**config.mk**
```make
export PLATFORM = sky130hd
export DESIGN_NAME = rc_channel_frame_decoder_flat
export DESIGN_NICKNAME = d
export VERILOG_FILES = /design/src/rcfd_pkg.sv /design/src/rcfd_if.sv /design/src/rc_channel_frame_decoder.sv /design/src/rcfd_framer.sv /design/src/rcfd_store.sv /design/src/rcfd_unpack.sv /design/src/rcfd_outbuf.sv /design/src/flat_wrapper.sv
export SDC_FILE = /design/constraint.sdc
export NUM_CORES = 1
export LEC_CHECK = 0
export ABC_AREA = 1
export BUFFER_PORTS_ARGS = -buffer_cell sky130_fd_sc_hd__buf_2
export CORE_ASPECT_RATIO = 0.6
export CORE_MARGIN = 2
export CORE_UTILIZATION = 65
export CTS_BUF_LIST = sky130_fd_sc_hd__clkbuf_4 sky130_fd_sc_hd__clkbuf_8
export CTS_CLUSTER_DIAMETER = 100
export DETAILED_ROUTE_END_ITERATION = 10
export PLACE_DENSITY = 0.84
export SLEW_MARGIN = 10
export SYNTH_ARGS = -nofsm -noshare
export SYNTH_HDL_FRONTEND = slang
export SYNTH_HIERARCHICAL = 1
export SYNTH_SLANG_ARGS = --single-unit
```
**constraint.sdc**
```tcl
create_clock -name clk -period 12.5 [get_ports clk]
set_input_delay 0 -clock clk [delete_from_list [all_inputs] [get_ports clk]]
set_output_delay 0 -clock clk [all_outputs]
set_load 0.005 [all_outputs]
```
**src/rcfd_pkg.sv**
```systemverilog
// shared types, constants and codes of the rc channel frame decoder
`default_nettype none

package rcfd_pkg;

	// frame store
	localparam int BUFFER_BYTES_DEF = 64;
	localparam int ADDR_MAX_W       = 8;

	// frame codes
	localparam logic [7:0] SYNC_CODE = 8'hC8;
	localparam logic [7:0] RC_TYPE   = 8'h16;
	localparam logic [7:0] MIN_LEN   = 8'd24;

	// store positions swept after the twelfth byte: type byte, then channel bytes
	localparam int SWEEP_FIRST = 2;
	localparam int SWEEP_LAST  = 11;
	localparam int SWEEP_BYTES = SWEEP_LAST - SWEEP_FIRST + 1;
	localparam int SWEEP_PTR_W = 4;
	localparam int CHAN_BYTES  = SWEEP_BYTES - 1;

	// channel scaling
	localparam int          CH_W     = 11;
	localparam logic [11:0] CH_MID   = 12'd992;
	localparam logic [10:0] THR_LOW  = 11'd172;
	localparam logic [10:0] SW_LEVEL = 11'd1200;

	// thrust = trunc((ch2 - 172) * 256000 / 1639), by reciprocal multiply
	localparam int THR_SCALE    = 256000;
	localparam int THR_DIV      = 1639;
	localparam int THR_SHIFT    = 24;
	localparam int THR_RECIP_W  = 32;
	localparam int THR_Q_W      = 19;
	localparam int THR_PROD_W   = CH_W + THR_RECIP_W;
	localparam longint unsigned THR_RECIP_L =
		((longint'(THR_SCALE) << THR_SHIFT) + longint'(THR_DIV) - 1) / longint'(THR_DIV);
	localparam logic [THR_RECIP_W-1:0] THR_RECIP = THR_RECIP_W'(THR_RECIP_L);

	typedef struct packed {
		logic [7:0]  rx_byte;
		logic [31:0] now_tick;
	} rcfd_in_t;

	typedef struct packed {
		logic signed [11:0] roll_half;
		logic signed [11:0] pitch_half;
		logic signed [11:0] yaw_half;
		logic signed [19:0] thrust_q8;
		logic               armed;
		logic               mode_switch;
		logic [31:0]        stamp;
	} rcfd_out_t;

	// write request into the frame store, plus the start of the read sweep
	typedef struct packed {
		logic                  wr_en;
		logic [ADDR_MAX_W-1:0] wr_addr;
		logic [7:0]            wr_data;
		logic                  sweep_go;
	} rcfd_wr_t;

	// decoded channel values of the frame in progress
	typedef struct packed {
		logic signed [11:0] roll_half;
		logic signed [11:0] pitch_half;
		logic signed [11:0] yaw_half;
		logic signed [19:0] thrust_q8;
		logic               armed;
		logic               mode_switch;
		logic               type_ok;
	} rcfd_chan_t;

endpackage

`default_nettype wire

```
**src/rcfd_if.sv**
```systemverilog
// request channels of the decoder: received bytes in, decoded frames out
`default_nettype none

interface rcfd_in_if
	import rcfd_pkg::*;
();
	logic     valid;
	logic     ready;
	rcfd_in_t data;

	modport source (output valid, output data, input ready);
	modport sink   (input valid, input data, output ready);
endinterface

interface rcfd_out_if
	import rcfd_pkg::*;
();
	logic      valid;
	logic      ready;
	rcfd_out_t data;

	modport source (output valid, output data, input ready);
	modport sink   (input valid, input data, output ready);
endinterface

`default_nettype wire

```
**src/rc_channel_frame_decoder.sv**
```systemverilog
// top level of the rc channel frame decoder
`default_nettype none

// Takes one received byte per cycle on bytes and emits one request on frames for
// each good rc channels frame: sync 0xC8, length L of at least 24, type 0x16 and an
// 8-bit sum of bytes 2..L that equals the final byte. A frame ends once L+2 bytes,
// but at least three, are held; a frame that fills BUFFER_BYTES positions without
// ending is dropped and the hunt for sync restarts. Bytes are accepted back to
// back, one per cycle, whenever the skid stage behind the output register is empty,
// so a result waiting to be taken does not hold up the byte stream. The result is
// registered in the output register, or in the skid stage while that is held, and
// carries the now_tick of its final byte as stamp. Every byte from the sync on is
// written into a single frame store memory at its position; once the twelfth byte
// of a frame is in, a sweep reads positions 2 to 11 through the memory's registered
// read port and a two-stage pipeline decodes the channels and the thrust, so
// everything is ready before the earliest final byte of a long enough frame,
// fourteen bytes later. The store needs no clearing pass after reset, as only
// positions written for the current frame are ever read. Channels 0, 1 and 3 come
// out minus 992; thrust is (channel 2 - 172) * 1000 / 1639 in Q8, truncated toward
// zero; channels 4 and 5 above 1200 set armed and mode_switch.
module rc_channel_frame_decoder
	import rcfd_pkg::*;
#(
	parameter int BUFFER_BYTES = BUFFER_BYTES_DEF
) (
	input  logic        clk,
	input  logic        arst_n,
	rcfd_in_if.sink     bytes,
	rcfd_out_if.source  frames
);

	// byte request handshake
	logic accept;
	logic full;

	// framer to store: write request and sweep start
	rcfd_wr_t wr;
	logic     frame_ok;

	// swept bytes and their decoded values
	logic [SWEEP_BYTES-1:0][7:0] frame_bytes;
	rcfd_chan_t                  chan;

	// result request into the output stages
	logic      push;
	rcfd_out_t push_data;

	assign bytes.ready = !full;
	assign accept      = bytes.valid && bytes.ready;

	rcfd_framer #(
		.BUFFER_BYTES (BUFFER_BYTES)
	) u_framer (
		.clk      (clk),
		.arst_n   (arst_n),
		.accept   (accept),
		.rx_byte  (bytes.data.rx_byte),
		.wr       (wr),
		.frame_ok (frame_ok)
	);

	rcfd_store #(
		.BUFFER_BYTES (BUFFER_BYTES)
	) u_store (
		.clk         (clk),
		.arst_n      (arst_n),
		.wr          (wr),
		.frame_bytes (frame_bytes)
	);

	rcfd_unpack u_unpack (
		.clk         (clk),
		.frame_bytes (frame_bytes),
		.chan        (chan)
	);

	// type check joins length and checksum on the final byte
	always_comb begin
		push                  = frame_ok && chan.type_ok;
		push_data.roll_half   = chan.roll_half;
		push_data.pitch_half  = chan.pitch_half;
		push_data.yaw_half    = chan.yaw_half;
		push_data.thrust_q8   = chan.thrust_q8;
		push_data.armed       = chan.armed;
		push_data.mode_switch = chan.mode_switch;
		push_data.stamp       = bytes.data.now_tick;
	end

	rcfd_outbuf u_outbuf (
		.clk       (clk),
		.arst_n    (arst_n),
		.push      (push),
		.push_data (push_data),
		.full      (full),
		.frames    (frames)
	);

endmodule

`default_nettype wire

```
**src/rcfd_framer.sv**
```systemverilog
// byte framing: sync hunt, length, running checksum and completion
`default_nettype none

module rcfd_framer
	import rcfd_pkg::*;
#(
	parameter int BUFFER_BYTES = BUFFER_BYTES_DEF
) (
	input  logic       clk,
	input  logic       arst_n,
	input  logic       accept,
	input  logic [7:0] rx_byte,
	output rcfd_wr_t   wr,
	output logic       frame_ok
);

	localparam int CNT_W = $clog2(BUFFER_BYTES);

	logic [CNT_W-1:0] count_q;
	logic [7:0]       len_q;
	logic [7:0]       sum_q;

	logic       hunting;
	logic       is_sync;
	logic [8:0] pos9;
	logic [8:0] len_p1;
	logic       is_last;
	logic       is_full;

	always_comb begin
		hunting = (count_q == '0);
		is_sync = (rx_byte == SYNC_CODE);
		pos9    = 9'(count_q);
		len_p1  = {1'b0, len_q} + 9'd1;
		// the length byte itself never completes a frame
		is_last = !hunting && (pos9 >= 9'd2) && (pos9 >= len_p1);
		is_full = (pos9 + 9'd1) == 9'(BUFFER_BYTES);
	end

	always_ff @(posedge clk or negedge arst_n) begin
		if (!arst_n) begin
			count_q <= '0;
			len_q   <= '0;
			sum_q   <= '0;
		end else if (accept) begin
			if (hunting) begin
				if (is_sync) begin
					count_q <= CNT_W'(1);
					sum_q   <= '0;
				end
			end else if (is_last) begin
				count_q <= '0;
				sum_q   <= '0;
			end else begin
				count_q <= is_full ? '0 : count_q + CNT_W'(1);
				if (pos9 == 9'd1) begin
					len_q <= rx_byte;
				end
				if (is_full) begin
					sum_q <= '0;
				end else if (pos9 >= 9'd2) begin
					sum_q <= sum_q + rx_byte;
				end
			end
		end
	end

	always_comb begin
		wr.wr_en    = accept && (!hunting || is_sync);
		wr.wr_addr  = ADDR_MAX_W'(count_q);
		wr.wr_data  = rx_byte;
		wr.sweep_go = accept && !hunting && (count_q == CNT_W'(SWEEP_LAST));
		frame_ok    = accept && is_last && (len_q >= MIN_LEN) && (sum_q == rx_byte);
	end

endmodule

`default_nettype wire

```
**src/rcfd_store.sv**
```systemverilog
// frame store memory with the read sweep that collects type and channel bytes
`default_nettype none

module rcfd_store
	import rcfd_pkg::*;
#(
	parameter int BUFFER_BYTES = BUFFER_BYTES_DEF
) (
	input  logic                             clk,
	input  logic                             arst_n,
	input  rcfd_wr_t                         wr,
	output logic [SWEEP_BYTES-1:0][7:0]      frame_bytes
);

	localparam int ADDR_W = $clog2(BUFFER_BYTES);

	logic [7:0] mem_q [BUFFER_BYTES];
	logic [7:0] rd_data_q;

	logic [SWEEP_PTR_W-1:0] sweep_ptr_q;
	logic                   sweep_act_q;
	logic                   cap_v_q;
	logic [SWEEP_PTR_W-1:0] cap_idx_q;
	logic [SWEEP_BYTES-1:0][7:0] bytes_q;

	logic [ADDR_W-1:0] rd_addr;

	assign rd_addr = {{(ADDR_W - SWEEP_PTR_W){1'b0}}, sweep_ptr_q};

	always_ff @(posedge clk) begin
		if (wr.wr_en) begin
			mem_q[wr.wr_addr[ADDR_W-1:0]] <= wr.wr_data;
		end
	end

	always_ff @(posedge clk) begin
		if (sweep_act_q) begin
			rd_data_q <= mem_q[rd_addr];
		end
	end

	// sweep reads one position a cycle, from the type byte to the last channel byte
	always_ff @(posedge clk or negedge arst_n) begin
		if (!arst_n) begin
			sweep_ptr_q <= '0;
			sweep_act_q <= 1'b0;
			cap_v_q     <= 1'b0;
			cap_idx_q   <= '0;
		end else begin
			if (wr.sweep_go) begin
				sweep_ptr_q <= SWEEP_PTR_W'(SWEEP_FIRST);
				sweep_act_q <= 1'b1;
			end else if (sweep_act_q) begin
				sweep_ptr_q <= sweep_ptr_q + SWEEP_PTR_W'(1);
				if (sweep_ptr_q == SWEEP_PTR_W'(SWEEP_LAST)) begin
					sweep_act_q <= 1'b0;
				end
			end
			cap_v_q   <= sweep_act_q;
			cap_idx_q <= sweep_ptr_q - SWEEP_PTR_W'(SWEEP_FIRST);
		end
	end

	always_ff @(posedge clk) begin
		if (cap_v_q) begin
			bytes_q[cap_idx_q] <= rd_data_q;
		end
	end

	assign frame_bytes = bytes_q;

endmodule

`default_nettype wire

```
**src/rcfd_unpack.sv**
```systemverilog
// channel unpacking, offset removal, switch levels and thrust scaling
`default_nettype none

module rcfd_unpack
	import rcfd_pkg::*;
(
	input  logic                        clk,
	input  logic [SWEEP_BYTES-1:0][7:0] frame_bytes,
	output rcfd_chan_t                  chan
);

	logic [8*CHAN_BYTES-1:0] pl;
	logic [CH_W-1:0]         c0, c1, c2, c3, c4, c5;

	logic signed [11:0] roll_s1, pitch_s1, yaw_s1;
	logic               armed_s1, mode_s1, type_s1, neg_s1;
	logic [CH_W-1:0]    mag_s1;

	logic signed [11:0]    roll_s2, pitch_s2, yaw_s2;
	logic                  armed_s2, mode_s2, type_s2, neg_s2;
	logic [THR_PROD_W-1:0] prod_s2;

	logic [THR_Q_W-1:0] thr_mag;
	logic [19:0]        thr_ext;

	always_comb begin
		// payload starts at the first channel byte, little-endian bit order
		pl = frame_bytes[SWEEP_BYTES-1:1];
		c0 = pl[0*CH_W +: CH_W];
		c1 = pl[1*CH_W +: CH_W];
		c2 = pl[2*CH_W +: CH_W];
		c3 = pl[3*CH_W +: CH_W];
		c4 = pl[4*CH_W +: CH_W];
		c5 = pl[5*CH_W +: CH_W];
	end

	always_ff @(posedge clk) begin
		roll_s1  <= $signed(12'(c0) - CH_MID);
		pitch_s1 <= $signed(12'(c1) - CH_MID);
		yaw_s1   <= $signed(12'(c3) - CH_MID);
		armed_s1 <= (c4 > SW_LEVEL);
		mode_s1  <= (c5 > SW_LEVEL);
		type_s1  <= (frame_bytes[0] == RC_TYPE);
		neg_s1   <= (c2 < THR_LOW);
		mag_s1   <= (c2 < THR_LOW) ? (THR_LOW - c2) : (c2 - THR_LOW);
	end

	always_ff @(posedge clk) begin
		roll_s2  <= roll_s1;
		pitch_s2 <= pitch_s1;
		yaw_s2   <= yaw_s1;
		armed_s2 <= armed_s1;
		mode_s2  <= mode_s1;
		type_s2  <= type_s1;
		neg_s2   <= neg_s1;
		prod_s2  <= THR_PROD_W'(mag_s1) * THR_PROD_W'(THR_RECIP);
	end

	// magnitude path gives truncation toward zero for negative thrust
	always_comb begin
		thr_mag = prod_s2[THR_SHIFT +: THR_Q_W];
		thr_ext = 20'(thr_mag);
		chan.roll_half   = roll_s2;
		chan.pitch_half  = pitch_s2;
		chan.yaw_half    = yaw_s2;
		chan.thrust_q8   = $signed(neg_s2 ? (~thr_ext + 20'd1) : thr_ext);
		chan.armed       = armed_s2;
		chan.mode_switch = mode_s2;
		chan.type_ok     = type_s2;
	end

endmodule

`default_nettype wire

```
**src/rcfd_outbuf.sv**
```systemverilog
// output register with a skid stage for decoded frames
`default_nettype none

module rcfd_outbuf
	import rcfd_pkg::*;
(
	input  logic               clk,
	input  logic               arst_n,
	input  logic               push,
	input  rcfd_out_t          push_data,
	output logic               full,
	rcfd_out_if.source         frames
);

	logic      out_v_q;
	logic      skid_v_q;
	rcfd_out_t out_q;
	rcfd_out_t skid_q;
	logic      pop;

	assign pop = out_v_q && frames.ready;

	always_ff @(posedge clk or negedge arst_n) begin
		if (!arst_n) begin
			out_v_q  <= 1'b0;
			skid_v_q <= 1'b0;
		end else if (skid_v_q) begin
			if (pop) begin
				skid_v_q <= 1'b0;
			end
		end else if (push) begin
			if (out_v_q && !pop) begin
				skid_v_q <= 1'b1;
			end else begin
				out_v_q <= 1'b1;
			end
		end else if (pop) begin
			out_v_q <= 1'b0;
		end
	end

	always_ff @(posedge clk) begin
		if (skid_v_q) begin
			if (pop) begin
				out_q <= skid_q;
			end
		end else if (push) begin
			if (out_v_q && !pop) begin
				skid_q <= push_data;
			end else begin
				out_q <= push_data;
			end
		end
	end

	assign full         = skid_v_q;
	assign frames.valid = out_v_q;
	assign frames.data  = out_q;

	a_skid_behind_out: assert property (@(posedge clk) disable iff (!arst_n)
		skid_v_q |-> out_v_q)
		else $error("skid holds a frame while output register is empty");

	a_no_push_when_full: assert property (@(posedge clk) disable iff (!arst_n)
		push |-> !skid_v_q)
		else $error("frame pushed while both stages are occupied");

	a_stall_lands_in_skid: assert property (@(posedge clk) disable iff (!arst_n)
		(push && out_v_q && !frames.ready && !skid_v_q) |=> (skid_v_q && out_v_q))
		else $error("stalled frame was not kept in the skid stage");

endmodule

`default_nettype wire

```
**src/flat_wrapper.sv**
```systemverilog
// flat-port wrapper written by rule: the top's interface ports become plain ports
module rc_channel_frame_decoder_flat import rcfd_pkg::*;
#(
	parameter int BUFFER_BYTES = BUFFER_BYTES_DEF
)
  (clk, arst_n, bytes_valid, bytes_data, bytes_ready, frames_valid, frames_data, frames_ready);
  rcfd_in_if bytes_i ();
  rcfd_out_if frames_i ();
  input  logic clk;
  input  logic arst_n;
  input wire logic [$bits(bytes_i.valid)-1:0] bytes_valid;
  input wire logic [$bits(bytes_i.data)-1:0] bytes_data;
  output wire logic [$bits(bytes_i.ready)-1:0] bytes_ready;
  output wire logic [$bits(frames_i.valid)-1:0] frames_valid;
  output wire logic [$bits(frames_i.data)-1:0] frames_data;
  input wire logic [$bits(frames_i.ready)-1:0] frames_ready;
  assign bytes_i.valid = bytes_valid;
  assign bytes_i.data = bytes_data;
  assign bytes_ready = bytes_i.ready;
  assign frames_valid = frames_i.valid;
  assign frames_data = frames_i.data;
  assign frames_i.ready = frames_ready;
  rc_channel_frame_decoder #(.BUFFER_BYTES(BUFFER_BYTES)) u_core (.clk(clk), .arst_n(arst_n), .bytes(bytes_i), .frames(frames_i));
endmodule
```
Word level (Yosys, flattened, before mapping)
Memories as Yosys holds them, arrays and structs flattened. A register that Yosys moved wholly into a read port is not among the register bits. Cells that the tools add are included.

Flip-flop bits (word level): 423. Memory bits (writable): 512. Output and inout port bits: 92. Word-level logic and storage cells: 146. Memories kept: 1.

Add/subtract/negate cells: 12. Multiply operators: 1. Order comparisons: 8. Equal/unequal tests: 11. Muxes and demuxes: 32. Bitwise operators: 4. Reduce and logical (&&, ||, !) cells: 28.

Memory list: u_core.u_store.mem_q (depth 64, width 8, rd ports 1, clocked after memory_dff 1, write ports 1, line rcfd_store.sv:17) `logic [7:0] mem_q [BUFFER_BYTES];`.

Operators with widths (number): two-way mux 90 bit (4); bitwise mux 80 bit (1); two-way mux 8 bit (6); multiplier 11 x 27 -> 38 bit, second input constant (1); subtractor 11 x 10 -> 12 bit, second input constant (3); demux 8 bit (select 4 bit) (1); two-way mux 6 bit (4); > comparator 11 bit, second input constant (2); adder 20 x 1 -> 20 bit, second input constant (1); two-way mux 20 bit (1); inverter 19 -> 20 bit (1); logical AND 1 bit (13); two-way mux 1 bit (12); AND reduction 3 bit (4); less-than comparator 11 x 8 -> 1 bit, second input constant (1); two-way mux 11 bit (1); subtractor 11 x 8 -> 11 bit, second input constant (1); subtractor 8 x 11 -> 11 bit, first input constant (1); adder 8 x 1 -> 9 bit, second input constant (1); >= comparator 6 x 9 -> 1 bit (1); adder 8 bit (1); == test 8 x 5 -> 1 bit, second input constant (1); == test 8 bit (1); == test 8 bit, second input constant (1); other kinds (23) (32).

Depth between registers and ports, before layout
Gate-level depths: netlist of the first run.

Word-level depth: 10. Depth in mapped cells: 22.

By module
The synthesis of the first run kept the hierarchy.

By module, submodules not included: rcfd_store (instances 1, cells each 718, area an instance 8785.9 um2); rcfd_unpack (instances 1, cells each 1012, area an instance 8456.9 um2); rcfd_outbuf (instances 1, cells each 487, area an instance 6671.4 um2); rcfd_framer (instances 1, cells each 281, area an instance 1990.7 um2); rc_channel_frame_decoder (instances 1, cells each 5, area an instance 21.3 um2).

Worst setup path after synthesis of the first run
No wires, ideal clock.

Path type: reg-to-reg. Start point: register u_core.u_framer.len_q[1]. End point: register u_core.u_outbuf.out_q (netlist bit u_core/u_outbuf/frames.data[0]) (enable). Setup time: 568 ps. Arrival time: 6340 ps. Required time: 11932 ps. Setup slack: 5593 ps. Stages on the path, launching flop included: 18. Path through: dfrtp_1 > ha_1 > nand3_2 > xor2_1 > ha_1 > nand2_1 > nor2_1 > nand2_1 > nand3_1 > nand2_1 > nand2_1 > nand2_2 > buf_6 > nor4_4 > nand2_1 > inv_1 > nand2_1 > a21oi_1.

Cells in the longest elaborated chain, start to end: 9. Elaborated cells on any way between the ends: 10. Classes of those cells: 1 x add/sub; 2 x order compare; 7 x reduce/logical.

RTL lines: start, declared (line rcfd_framer.sv:20) `logic [7:0] len_q;`; start signal, assigned (line rcfd_framer.sv:57) `len_q <= rx_byte;`; adder 8 x 1 -> 9 bit (line rcfd_framer.sv:34) `len_p1 = {1'b0, len_q} + 9'd1;`; >= comparator 6 x 9 -> 1 bit (line rcfd_framer.sv:36) `is_last = !hunting && (pos9 >= 9'd2) && (pos9 >= len_p1);`; logical AND 1 bit (line rcfd_framer.sv:36); logical AND 1 bit (line rcfd_framer.sv:73) `frame_ok = accept && is_last && (len_q >= MIN_LEN) && (sum_q == rx_byte);`; logical AND 1 bit * (2 in series) (line rcfd_framer.sv:73); net u_core.frame_ok (line rc_channel_frame_decoder.sv:38) `logic frame_ok;`; logical AND 1 bit * (line rc_channel_frame_decoder.sv:79) `push = frame_ok && chan.type_ok;`; net u_core.push (line rc_channel_frame_decoder.sv:45) `logic push;`; nonzero test 2 bit (no line) *; AND reduction 3 bit (no line) *; end signal, assigned (line rcfd_outbuf.sv:45) `out_q <= skid_q;`; end signal, assigned (line rcfd_outbuf.sv:51) `out_q <= push_data;`; end, declared (line rcfd_outbuf.sv:17) `rcfd_out_t out_q;`.

Mark *: on every way through the listed nets, which the timed path passes. The rest lies on a longest branch. A chain may end at the register's enable or synchronous reset.

Worst setup path after layout of the first run
Start point: register u_core.u_unpack.mag_s1[9]. End point: register u_core.u_unpack.prod_s2[39].

Cells in the longest elaborated chain, start to end: 1.

RTL lines: start, declared (line rcfd_unpack.sv:17) `logic [CH_W-1:0] mag_s1;`; start signal, assigned (line rcfd_unpack.sv:45) `mag_s1 <= (c2 < THR_LOW) ? (THR_LOW - c2) : (c2 - THR_LOW);`; multiplier 11 x 27 -> 38 bit (line rcfd_unpack.sv:56) `prod_s2 <= THR_PROD_W'(mag_s1) * THR_PROD_W'(THR_RECIP);`; end signal, assigned (line rcfd_unpack.sv:56); end, declared (line rcfd_unpack.sv:21) `logic [THR_PROD_W-1:0] prod_s2;`.

No other way between the ends.

==> results.toml, run 1 <==
[sta]
skew_ps = 45.9
period_share_pct = 40.3
whs_ps = -6.62
slew_viol_final = 0
period_minus_slack_ps = 5040
tightestPinTransition_ps = 1180
relSlewSlack_pct = 20.6
max_freq_mhz = 199
worst_slack_ps = 7460
setup_violations = 0
setup_tns_ps = 0
rsz0062_at_grt = "no"
report.final.hold_viol_count = 9

[detailed_routing]
vias = 18100
drtAntennaViolNets = 0
drc = 0
dr.pass1.iters = 6
wirelength_mm = 60.2
routed_via_density = 5.50
detail_route.wl_per_cell_um = 18.4
dr.first_iter.drc_count = 2216

[yosys]
syn_inst = 2494
syn-mean-instance-area_sq_um = 10.3
syn-num-nets = 2764
syn-cell-area_sq_mm = 0.0257
yosysWarnings = 6

[global_route]
antenna_found_initial = 2
grt_pass1_vias = 17700
grt_pass1_wl_mm = 94.1
globalRouteOverflowTotal = 0
grt_max_degree = 97
grtUsageTotal_pct = 29.8

[job]
drv_cap = 0

[place]
dp_slack_ps = 7540
hpwlAfterDp_mm = 40.7
io_buffer_count = 135
routabilityCongestion = 0.988

[clocking]
clkLatencyLatePin_ps = 660
cts-root-buf = "clkbuf_8"
cts_buffers = 74
clockBufferDepth = 3
htree_levels = 3
clock_sink_count = 534
cts_tree = "built"
clk_pin_slew_ps = 70
cts_resized = 0

[run_status]
status = "complete, but fails checks"
violations = "negative hold slack"

[critical_path]
critical_path.max_fanout = 7
critPathArrivalTime_ps = 5560
critical_path_class = "reg -> reg"
worstSetupEndpointType = "flip-flop"
crit_required_ps = 13020
critPathLaunchType = "flip-flop"

[cells_and_area]
seqCellArea_sq_mm = 0.0148
final_core_util_pct = 73.4
nNetsFinal = 2964
multiInputGateArea_sq_mm = 0.00908
drive_above_1_share_pct = 11.1
syn2layout_area_growth_pct = 11.4
final.fill_count = 2461

[pwr]
irDropWorstVdd_mv = 0.108
power.density_mw_per_mm2 = 201
p_leak_nw = 13.1

[floorplan]
num_rows = 56
die_w_um = 261
dieArea_sq_mm = 0.0412
coreArea_sq_mm = 0.0390
start_util_pct = 65.9
fp.dieH_um = 158
pin_count = 136

[min_path]
hp-class = "in -> async"
==> through the flow <==
| stage | total power (W) | cells | cell area [sq um] |
|---|---|---|---|
| 3_3_place_gp | 0.00424 | 3097 | 26700 |
| 6_report | 0.00575 | 3280 | 28600 |
| 2_1_floorplan | 0.00375 | 2494 | 25700 |
| 3_5_place_dp | 0.00432 | 3097 | 26700 |
| 4_1_cts | 0.00569 | 3278 | 28600 |
| 5_1_grt | 0.00609 | 3278 | 28600 |
==> worst max-delay path: stages (launching register included) <==
cell	delay (ps)
dfxtp_1	510
inv_1	140
ha_1	370
xnor2_1	460
ha_1	380
fa_1	530
fa_1	540
inv_1	60
fa_1	540
inv_1	50
ha_1	340
nand2_1	120
nor2_1	250
nand2_1	80
o21ai_0	310
nand2_1	120
nand3_1	90
nand2_1	50
==> routing by layer <==
metal	up-vias	wire, um	global-route usage [%]	part of all wire, %
met4	0	1290	8.65	2.1
met3	106	6470	8.18	11
met5	-	0	0	0
met2	949	26500	45.0	44
li1	8445	-	-	-
met1	8550	25900	42.7	43
==> layout by cell type, fill, tap and decap left out, types with 7 or more instances in the layout <==
| cell | instances |
|---|---|
| nand2_1 | 735 |
| edfxtp_1 | 390 |
| inv_1 | 386 |
| ha_1 | 153 |
| nand3_1 | 143 |
| nor2_1 | 140 |
| buf_2 | 135 |
| dfxtp_1 | 110 |
| clkbuf_8 | 78 |
| fa_1 | 73 |
| a21oi_1 | 67 |
| xor2_1 | 44 |
| dlygate4sd3_1 | 43 |
| o21ai_0 | 38 |
| clkbuf_4 | 33 |
| dfrtp_1 | 32 |
| nand4_1 | 23 |
| nor3_1 | 18 |
| xnor2_1 | 12 |
| clkinv_2 | 11 |
| clkinv_1 | 11 |
| inv_2 | 7 |
==> layout make-up <==
class | instances | share of cell area [%]
sequential | 534 | 51.6
clock inverter | 27 | 0.629
inverter | 397 | 5.21
antenna | 2 | 0.0175
multi-input combinational | 1504 | 31.7
tap | 522 | 2.28
clock buffer | 111 | 4.61
timing repair buffer | 183 | 3.99
==> registers in the layout, indices dropped and copies added (netlist names), 8 cells and up <==
name                         flops
u_core/u_unpack/prod_s2         19
u_core/u_store/frame_bytes      74
u_core/u_store/rd_data_q         8
u_core/u_unpack/pitch_s1        12
u_core/u_framer/sum_q            8
u_core/u_unpack/roll_s1         12
u_core/u_unpack/roll_s2         12
u_core/u_unpack/yaw_s2          12
u_core/u_outbuf/skid_q          90
u_core/u_unpack/mag_s1          11
u_core/u_outbuf/frames.data     90
u_core/u_framer/len_q            8
u_core/u_unpack/yaw_s1          12
u_core/u_unpack/pitch_s2        12
u_core/u_store/mem_q           128
==> final timing paths <==
kind | from | endpoint | slack (ps) | depth (start not counted)
setup / recovery | u_core/u_unpack/mag_s1[9]$_DFF_P_ | u_core/u_unpack/prod_s2[39]$_DFF_P_ | 7460 | 17
hold / removal | arst_n | u_core/u_framer/len_q[2]$_DFFE_PN0P_ | -7 | 2
setup reg to reg | u_core/u_unpack/mag_s1[9]$_DFF_P_ | u_core/u_unpack/prod_s2[39]$_DFF_P_ | 7460 | 17
hold reg to reg | u_core/u_unpack/roll_s1[5]$_DFF_P_ | u_core/u_unpack/roll_s2[5]$_DFF_P_ | 320 | 0
max in group asynchronous | arst_n | u_core/u_outbuf/full$_DFF_PN0_ | 11840 | 2
min in group clk | bytes_data[12] | u_core/u_outbuf/skid_q[12]$_DFFE_PP_ | 80 | 2
==> power by group <==
part,leakage [nW],internal [W],switching (W)
Sequential,4.86,0.00211,0.000158
Clock,0.809,0.000693,0.000670
Combinational,7.47,0.000697,0.00142
Total,13.1,0.00350,0.00225
==> timing repair <==
item | CTS | global route
hold buffers | 43 | 0
buffers inserted | 0 | 0
hold endpoints to repair | 248 | 0
(Power assumes the default switching activity.)
==> inputs of run 2 (changes only) <==
--- a/config.mk
+++ b/config.mk
@@ -5,15 +5,15 @@
 export SDC_FILE = /design/constraint.sdc
 export NUM_CORES = 1
 export LEC_CHECK = 0
-export ABC_AREA = 1
+export ABC_AREA = 0
 export BUFFER_PORTS_ARGS = -buffer_cell sky130_fd_sc_hd__buf_2
 export CORE_ASPECT_RATIO = 0.6
 export CORE_MARGIN = 2
-export CORE_UTILIZATION = 65
+export CORE_UTILIZATION = 63
 export CTS_BUF_LIST = sky130_fd_sc_hd__clkbuf_4 sky130_fd_sc_hd__clkbuf_8
 export CTS_CLUSTER_DIAMETER = 100
 export DETAILED_ROUTE_END_ITERATION = 10
-export PLACE_DENSITY = 0.84
+export PLACE_DENSITY = 0.82
 export SLEW_MARGIN = 10
 export SYNTH_ARGS = -nofsm -noshare
 export SYNTH_HDL_FRONTEND = slang
==> constraint.sdc (replaced) <==
create_clock -name clk -period 4.77 [get_ports clk]
set_input_delay 0 -clock clk [delete_from_list [all_inputs] [get_ports clk]]
set_output_delay 0 -clock clk [all_outputs]
set_load 0.005 [all_outputs]
==> run 2 against run 1 <==
Effect of this change: the run now ends clean; fmax increased by 6.8%; synthesized area shrank 4.8%; clock power rose to 2.9 times the previous value; sequential share of layout area shrank 0.36 points; synthesized cell count is 34% lower; combinational power grew to 3.1 times the previous value; worst setup slack got worse by 7400 ps; count of clock-buffer cells in the layout up 2; clock skew shrank 17 ps.
==> results.toml, run 2 <==
[critical_path]
cp_slowest_stage_delay_ps = 570
path_cells = "buf_6 -> ha_4 -> buf_4 -> fa_2 -> xor2_1 -> ha_1 -> a21oi_2 -> fa_1 -> inv_1 -> fa_1 -> ha_4 -> nand4_1 -> nor2_2 -> buf_4 -> nand4_1 -> or2_4 -> o22a_4 -> a21o_1 -> a211oi_2"
cp-endpoint = "u_core/u_unpack/prod_s2[41]$_DFF_P_"
rr_startpoint = "u_core/u_unpack/mag_s1[9]$_DFF_P_"
reg2reg_slack_ps = 50
reg2reg_to = "u_core/u_unpack/prod_s2[41]$_DFF_P_"
crit_buf_inv = 4
critPathLaunchType = "flip-flop"
crit_required_ps = 5330
critical_path.max_fanout = 4
critical_path_class = "reg -> reg"
worstSetupEndpointType = "flip-flop"
critical-path-slowest-cell = "fa_2"
r2r_cells = 19
cp.depth = 19
crit_family = "adder cells"
critPathArrivalTime_ps = 5280
crit_path_start = "u_core/u_unpack/mag_s1[9]$_DFF_P_"

[place]
io_buffer_count = 135
dp_slack_ps = -468
placed_area_sq_mm = 0.0263
hpwlAfterDp_mm = 37.2
routabilityCongestion = 0.962

[floorplan]
num_rows = 55
die_w_um = 259
dieArea_sq_mm = 0.0405
coreArea_sq_mm = 0.0380
pin_count = 136
fp.dieH_um = 157
start_util_pct = 64.5

[sta]
tightestPinTransition_ps = 1240
slew_viol_final = 0
report.final.hold_viol_count = 0
relSlewSlack_pct = 16.6
max_freq_mhz = 212
period_share_pct = 98.9
period_minus_slack_ps = 4720
rsz0062_at_grt = "yes"
skew_ps = 28.9
setup_violations = 0
worst_slack_ps = 53.5

[min_path]
hp-class = "in -> async"

[global_route]
grt_pass1_vias = 14900
globalRouteOverflowTotal = 0
grtUsageMet2_pct = 41.2
grt_pass1_wl_mm = 84.6
use_met1_pct = 41.8
grt_most_used_layer = "met1"
grt_max_degree = 59
antenna_found_initial = 0
grtUsageTotal_pct = 27.8
use_met3_pct = 6.74

[cells_and_area]
multiInputGateArea_sq_mm = 0.00919
final.fill_count = 2197
largest_reg_flops = 128
drive_above_1_share_pct = 28.8
seqCellArea_sq_mm = 0.0148
antenna_cells = 0
final_common_cell = "edfxtp_1"
nNetsFinal = 2234
mostFrequentLayoutCells = "edfxtp_1, inv_1, buf_2, ha_1, buf_4"
syn2layout_area_growth_pct = 17.9
fin_area_sq_mm = 0.0289

[clocking]
cts_buffers = 73
clock_sink_count = 534
clkLatencyLatePin_ps = 640
htree_levels = 3
cts_tree = "built"
clk_pin_slew_ps = 70
clockBufferDepth = 3
cts-root-buf = "clkbuf_8"

[detailed_routing]
drtAntennaViolNets = 0
detail_route.wl_per_cell_um = 21.8
routed_via_density = 5.78
dr.first_iter.drc_count = 1464
drc = 0
vias = 14700
wirelength_mm = 55.3
dr.pass1.iters = 6

[yosys]
syn_inst = 1648
yosysWarnings = 6
syn-cell-area_sq_mm = 0.0245
syn-mean-instance-area_sq_um = 14.9
syn-num-nets = 1918

[pwr]
p_leak_nw = 11.5
power.density_mw_per_mm2 = 572
irDropWorstVdd_mv = 0.522

[run_status]
status = "finished, final reports clean"

[job]
drv_cap = 0
[run 2: metrics by stage]
| stage | TNS [ps] | cells | total power, W | util, % | hold slack (ps) |
|---|---|---|---|---|---|
| final | 0 | 2538 | 0.0165 | 76.0 | 7.97 |
| after global placement | -851 | 2355 | 0.0116 | 69.2 | 136 |
| after CTS | 0 | 2536 | 0.0161 | 75.4 | 10.4 |
| after global routing | -219 | 2538 | 0.0175 | 76.0 | 63.8 |
| after detailed placement | -2750 | 2355 | 0.0119 | 69.2 | 165 |
| after floorplan | 0 | 1648 | 0.00979 | - | -296 |
[run 2: worst min path at each step]
stage / end / from / depth (start not counted)
global placement: u_core/u_framer/sum_q[3]$_DFFE_PN0P_ / arst_n / 1
global route: u_core/u_outbuf/skid_q[5]$_DFFE_PP_ / bytes_data[5] / 2
detailed placement: u_core/u_framer/sum_q[3]$_DFFE_PN0P_ / arst_n / 1
finish: u_core/u_framer/sum_q[2]$_DFFE_PN0P_ / arst_n / 2
floorplan: u_core/u_framer/count_q[0]$_DFFE_PN0P_ / arst_n / 0
CTS: u_core/u_framer/sum_q[2]$_DFFE_PN0P_ / arst_n / 2
[run 2: power breakdown]
group | total, W | switching, W | leakage, nW | internal (W)
logic | 0.00652 | 0.00345 | 5.80 | 0.00306
registers | 0.00606 | 0.000545 | 4.85 | 0.00552
clock network | 0.00394 | 0.00175 | 0.888 | 0.00219
[run 2: layer usage]
metal | up-vias | wire length [um]
li1 | 6636 | -
met1 | 7366 | 25300
met2 | 607 | 24700
met3 | 70 | 4730
met4 | 0 | 692
met5 | - | 0
[run 2: repair_timing]
action                     in CTS  in global routing
hold buffers                   43                  0
pin swaps                      10                 33
setup endpoints to repair      14                 17
setup buffers                   2                  2
hold endpoints to repair      255                  0
gates resized for setup        41                 48
[run 2: layout make-up]
| class | count | area share (%) |
|---|---|---|
| clock buffers | 113 | 4.89 |
| clock inverters | 23 | 0.966 |
| inverters | 171 | 2.22 |
| multi-input cells | 900 | 31.8 |
| flip-flops and latches | 534 | 51.2 |
| well taps | 513 | 2.22 |
| repair buffers | 284 | 6.70 |
==> inputs of run 3 (changes only) <==
--- a/config.mk
+++ b/config.mk
@@ -7,15 +7,16 @@
 export LEC_CHECK = 0
 export ABC_AREA = 0
 export BUFFER_PORTS_ARGS = -buffer_cell sky130_fd_sc_hd__buf_2
+export CELL_PAD_IN_SITES_DETAIL_PLACEMENT = 2
+export CELL_PAD_IN_SITES_GLOBAL_PLACEMENT = 2
 export CORE_ASPECT_RATIO = 0.6
 export CORE_MARGIN = 2
-export CORE_UTILIZATION = 63
+export CORE_UTILIZATION = 47
 export CTS_BUF_LIST = sky130_fd_sc_hd__clkbuf_4 sky130_fd_sc_hd__clkbuf_8
 export CTS_CLUSTER_DIAMETER = 100
 export DETAILED_ROUTE_END_ITERATION = 10
-export PLACE_DENSITY = 0.82
+export PLACE_DENSITY_LB_ADDON = 0.1
 export SLEW_MARGIN = 10
 export SYNTH_ARGS = -nofsm -noshare
 export SYNTH_HDL_FRONTEND = slang
-export SYNTH_HIERARCHICAL = 1
 export SYNTH_SLANG_ARGS = --single-unit
==> constraint.sdc (replaced) <==
create_clock -name clk -period 4.55 [get_ports clk]
set_input_delay 0 -clock clk [delete_from_list [all_inputs] [get_ports clk]]
set_output_delay 0 -clock clk [all_outputs]
set_load 0.005 [all_outputs]
==> run 3 against run 2 <==
Effect of this change: the flow now finishes with violations (negative setup slack); first-iteration DRC count is 10% lower; sequential power is 7.3% higher; critical endpoint is now u_core.u_unpack.prod_s2[39]$_DFF_P_; synthesized cell count is 8.3% lower; clock power is 15% higher; worst setup slack worse by 550 ps; fmax is 6.5% lower; count of clock-buffer cells in the layout is 4 higher; total power is 5.6% higher; sequential share of layout area is 0.95 points higher.
==> results.toml, run 3 <==
[run_status]
status = "complete, but fails checks"
violations = "negative setup slack"

[place]
routabilityCongestion = 0.854
dp_slack_ps = -449
hpwlAfterDp_mm = 47.1
io_buffer_count = 135
placed_area_sq_mm = 0.0258

[cells_and_area]
final.fill_count = 4273
antenna_cells = 0
syn2layout_area_growth_pct = 20.6
drive_above_1_share_pct = 31.6
mostFrequentLayoutCells = "edfxtp_1, inv_1, ha_1, buf_2, dfxtp_1"
nNetsFinal = 2111
largest_reg_flops = 128
fin_area_sq_mm = 0.0284
final_common_cell = "edfxtp_1"

[floorplan]
num_rows = 63
pin_count = 136
die_w_um = 293
coreArea_sq_mm = 0.0494
dieArea_sq_mm = 0.0520
fp.dieH_um = 177
start_util_pct = 47.6

[yosys]
syn-cell-area_sq_mm = 0.0235
synth_enable_flop_cells = 390
synth_top_area_share_pct = 49.7
yosysSeqAreaShare_pct = 62.7
async_flop_share_pct = 6.37
synth-seq-cells = 534
synthDistinctLibCells = 70
synth_flop_cell = "edfxtp_1"
syn-mean-instance-area_sq_um = 15.6
synth.most_common_cell = "edfxtp_1"
syn-num-nets = 1782
syn_inst = 1511
yosys-top-cells-area = "edfxtp_1, dfxtp_1, ha_1"
synth_top_cell_by_area = "edfxtp_1"
yosysWarnings = 0
synthTopCellsByCount = "edfxtp_1, inv_1, ha_1, dfxtp_1, mux2_2"

[detailed_routing]
dr.first_iter.drc_count = 1312
routed_via_density = 5.87
dr.pass1.iters = 5
wirelength_mm = 86.1
drtAntennaViolNets = 0
vias = 15000
detail_route.wl_per_cell_um = 33.7
drc = 0

[sta]
period_minus_slack_ps = 5050
max_freq_mhz = 198
worst_slack_ps = -497
rsz0062_at_grt = "yes"
skew_ps = 46.9
tightestPinTransition_ps = 1260
relSlewSlack_pct = 15.5
report.final.hold_viol_count = 0
setup_violations = 18
whs_ps = 29.4
slew_viol_final = 0
period_share_pct = 111

[global_route]
use_met1_pct = 43.6
antenna_found_initial = 3
grtUsageTotal_pct = 33.7
grt_pass1_wl_mm = 125
grtUsageMet2_pct = 57.7
grt_most_used_layer = "met2"
use_met3_pct = 5.61
grt_max_degree = 91
globalRouteOverflowTotal = 0
grt_pass1_vias = 16900

[critical_path]
crit_buf_inv = 5
reg2reg_slack_ps = -500
crit_family = "adder cells"
path_cells = "buf_4 -> buf_4 -> ha_1 -> or2_2 -> fa_1 -> inv_1 -> fa_1 -> fa_1 -> inv_1 -> ha_1 -> a21o_1 -> a21o_1 -> a21o_1 -> a21oi_1 -> a2bb2oi_2 -> nand3b_1 -> buf_6 -> xor2_2"
critPathLaunchType = "flip-flop"
critPathArrivalTime_ps = 5620
worstSetupEndpointType = "flip-flop"
critical_path.max_fanout = 4
crit_required_ps = 5130
critical-path-slowest-cell = "fa_1"
critical_path_class = "reg -> reg"
cp_slowest_stage_delay_ps = 610

[pwr]
power_w = 0.0174
irDropWorstVdd_mv = 0.270
power.density_mw_per_mm2 = 615
p_leak_nw = 11.2

[clocking]
clkLatencyLatePin_ps = 720
cts_tree = "built"
htree_levels = 3
clock_sink_count = 534
clk_pin_slew_ps = 90
cts-root-buf = "clkbuf_8"
clockBufferDepth = 3
cts_buffers = 79

[job]
drv_cap = 0

[min_path]
hp-class = "in -> reg"
==> run 3: cell types whose count changed in the layout (fill, tap and decap cells not counted), moves of 10 or more <==
cell	previous run	this run
a22oi_1	16	0
a21oi_1	36	26
nand2_1	78	44
o21ai_0	41	20
mux2_2	55	91
mux2_4	43	0
mux4_2	20	40
mux4_1	12	0
a31oi_1	13	3
buf_4	102	87
==> run 3: through the flow <==
stage | util (%) | std cells | setup TNS [ps]
floorplan | - | 1511 | 0
global placement | 52.1 | 2349 | -2000
detailed placement | 52.1 | 2349 | -4370
CTS | 57.0 | 2547 | -3980
global route | 57.4 | 2554 | -8700
finish | 57.4 | 2554 | -5800
==> run 3: cell families (layout without fill, tap and decap cells) <==
kind of cell             Yosys count  after routing  share of synthesized area [%]
AND/OR/NAND/NOR                  207            207                           4.42
buffers and inverters            196            589                           3.19
flip-flops                       534            534                           62.7
AO/OA/AOI/OAI                    134            134                           3.98
multiplexers                     141            141                           8.64
XOR/XNOR                          72             72                           2.68
adder cells (fa/ha/maj)          227            227                           14.4
==> run 3: power by group <==
part	internal (W)	leakage, nW	switching [W]
sequential	0.00575	4.85	0.000749
combinational	0.00295	5.42	0.00346
clock	0.00221	0.907	0.00233
==> run 3: final timing paths <==
path / startpoint / end / depth (start not counted)
max: u_core.u_unpack.mag_s1[9]$_DFF_P_ / u_core.u_unpack.prod_s2[39]$_DFF_P_ / 18
min: bytes_data[6] / u_core.u_outbuf.skid_q[6]$_DFFE_PP_ / 2
max reg2reg: u_core.u_unpack.mag_s1[9]$_DFF_P_ / u_core.u_unpack.prod_s2[39]$_DFF_P_ / 18
min reg2reg: u_core.u_unpack.yaw_s1[5]$_DFF_P_ / u_core.u_unpack.yaw_s2[5]$_DFF_P_ / 0
max in group asynchronous: arst_n / u_core.u_outbuf.full$_DFF_PN0_ / 2
min in group asynchronous: arst_n / u_core.u_framer.count_q[3]$_DFFE_PN0P_ / 2
==> run 3: what timing repair did <==
item	4_1_cts	5_1_grt
pin swaps	18	27
buffers inserted	10	7
endpoints found under the setup margin	17	19
gates resized for setup	44	28
cloned	0	0
hold endpoints to repair	248	0
hold buffers	44	0
==> run 3: layout make-up <==
type,count,area [sq um],area share (%)
flip-flops and latches,534,14800,52.1
inverters,168,636,2.24
clock inverters,28,239,0.842
multi-input cells,781,8530,30.1
clock buffers,117,1450,5.12
well taps,650,813,2.86
repair buffers,276,1910,6.72
==> run 3: routing by layer <==
layer | share of wire (%) | up-vias
li1 | - | 6155
met1 | 41 | 7952
met2 | 49 | 656
met3 | 5.5 | 229
met4 | 4.1 | 0
met5 | 0 | -
==> run 3: worst reg2reg max path, delay by kind of cell, from the launching register on <==
| kind | cells | cell delay [ps] |
|---|---|---|
| AO/OA/AOI/OAI | 5 | 1210 |
| XOR/XNOR | 1 | 150 |
| adder cells (fa/ha/maj) | 5 | 2010 |
| buffers and inverters | 5 | 640 |
| flip-flops | 1 | 380 |
| AND/OR/NAND/NOR | 2 | 520 |
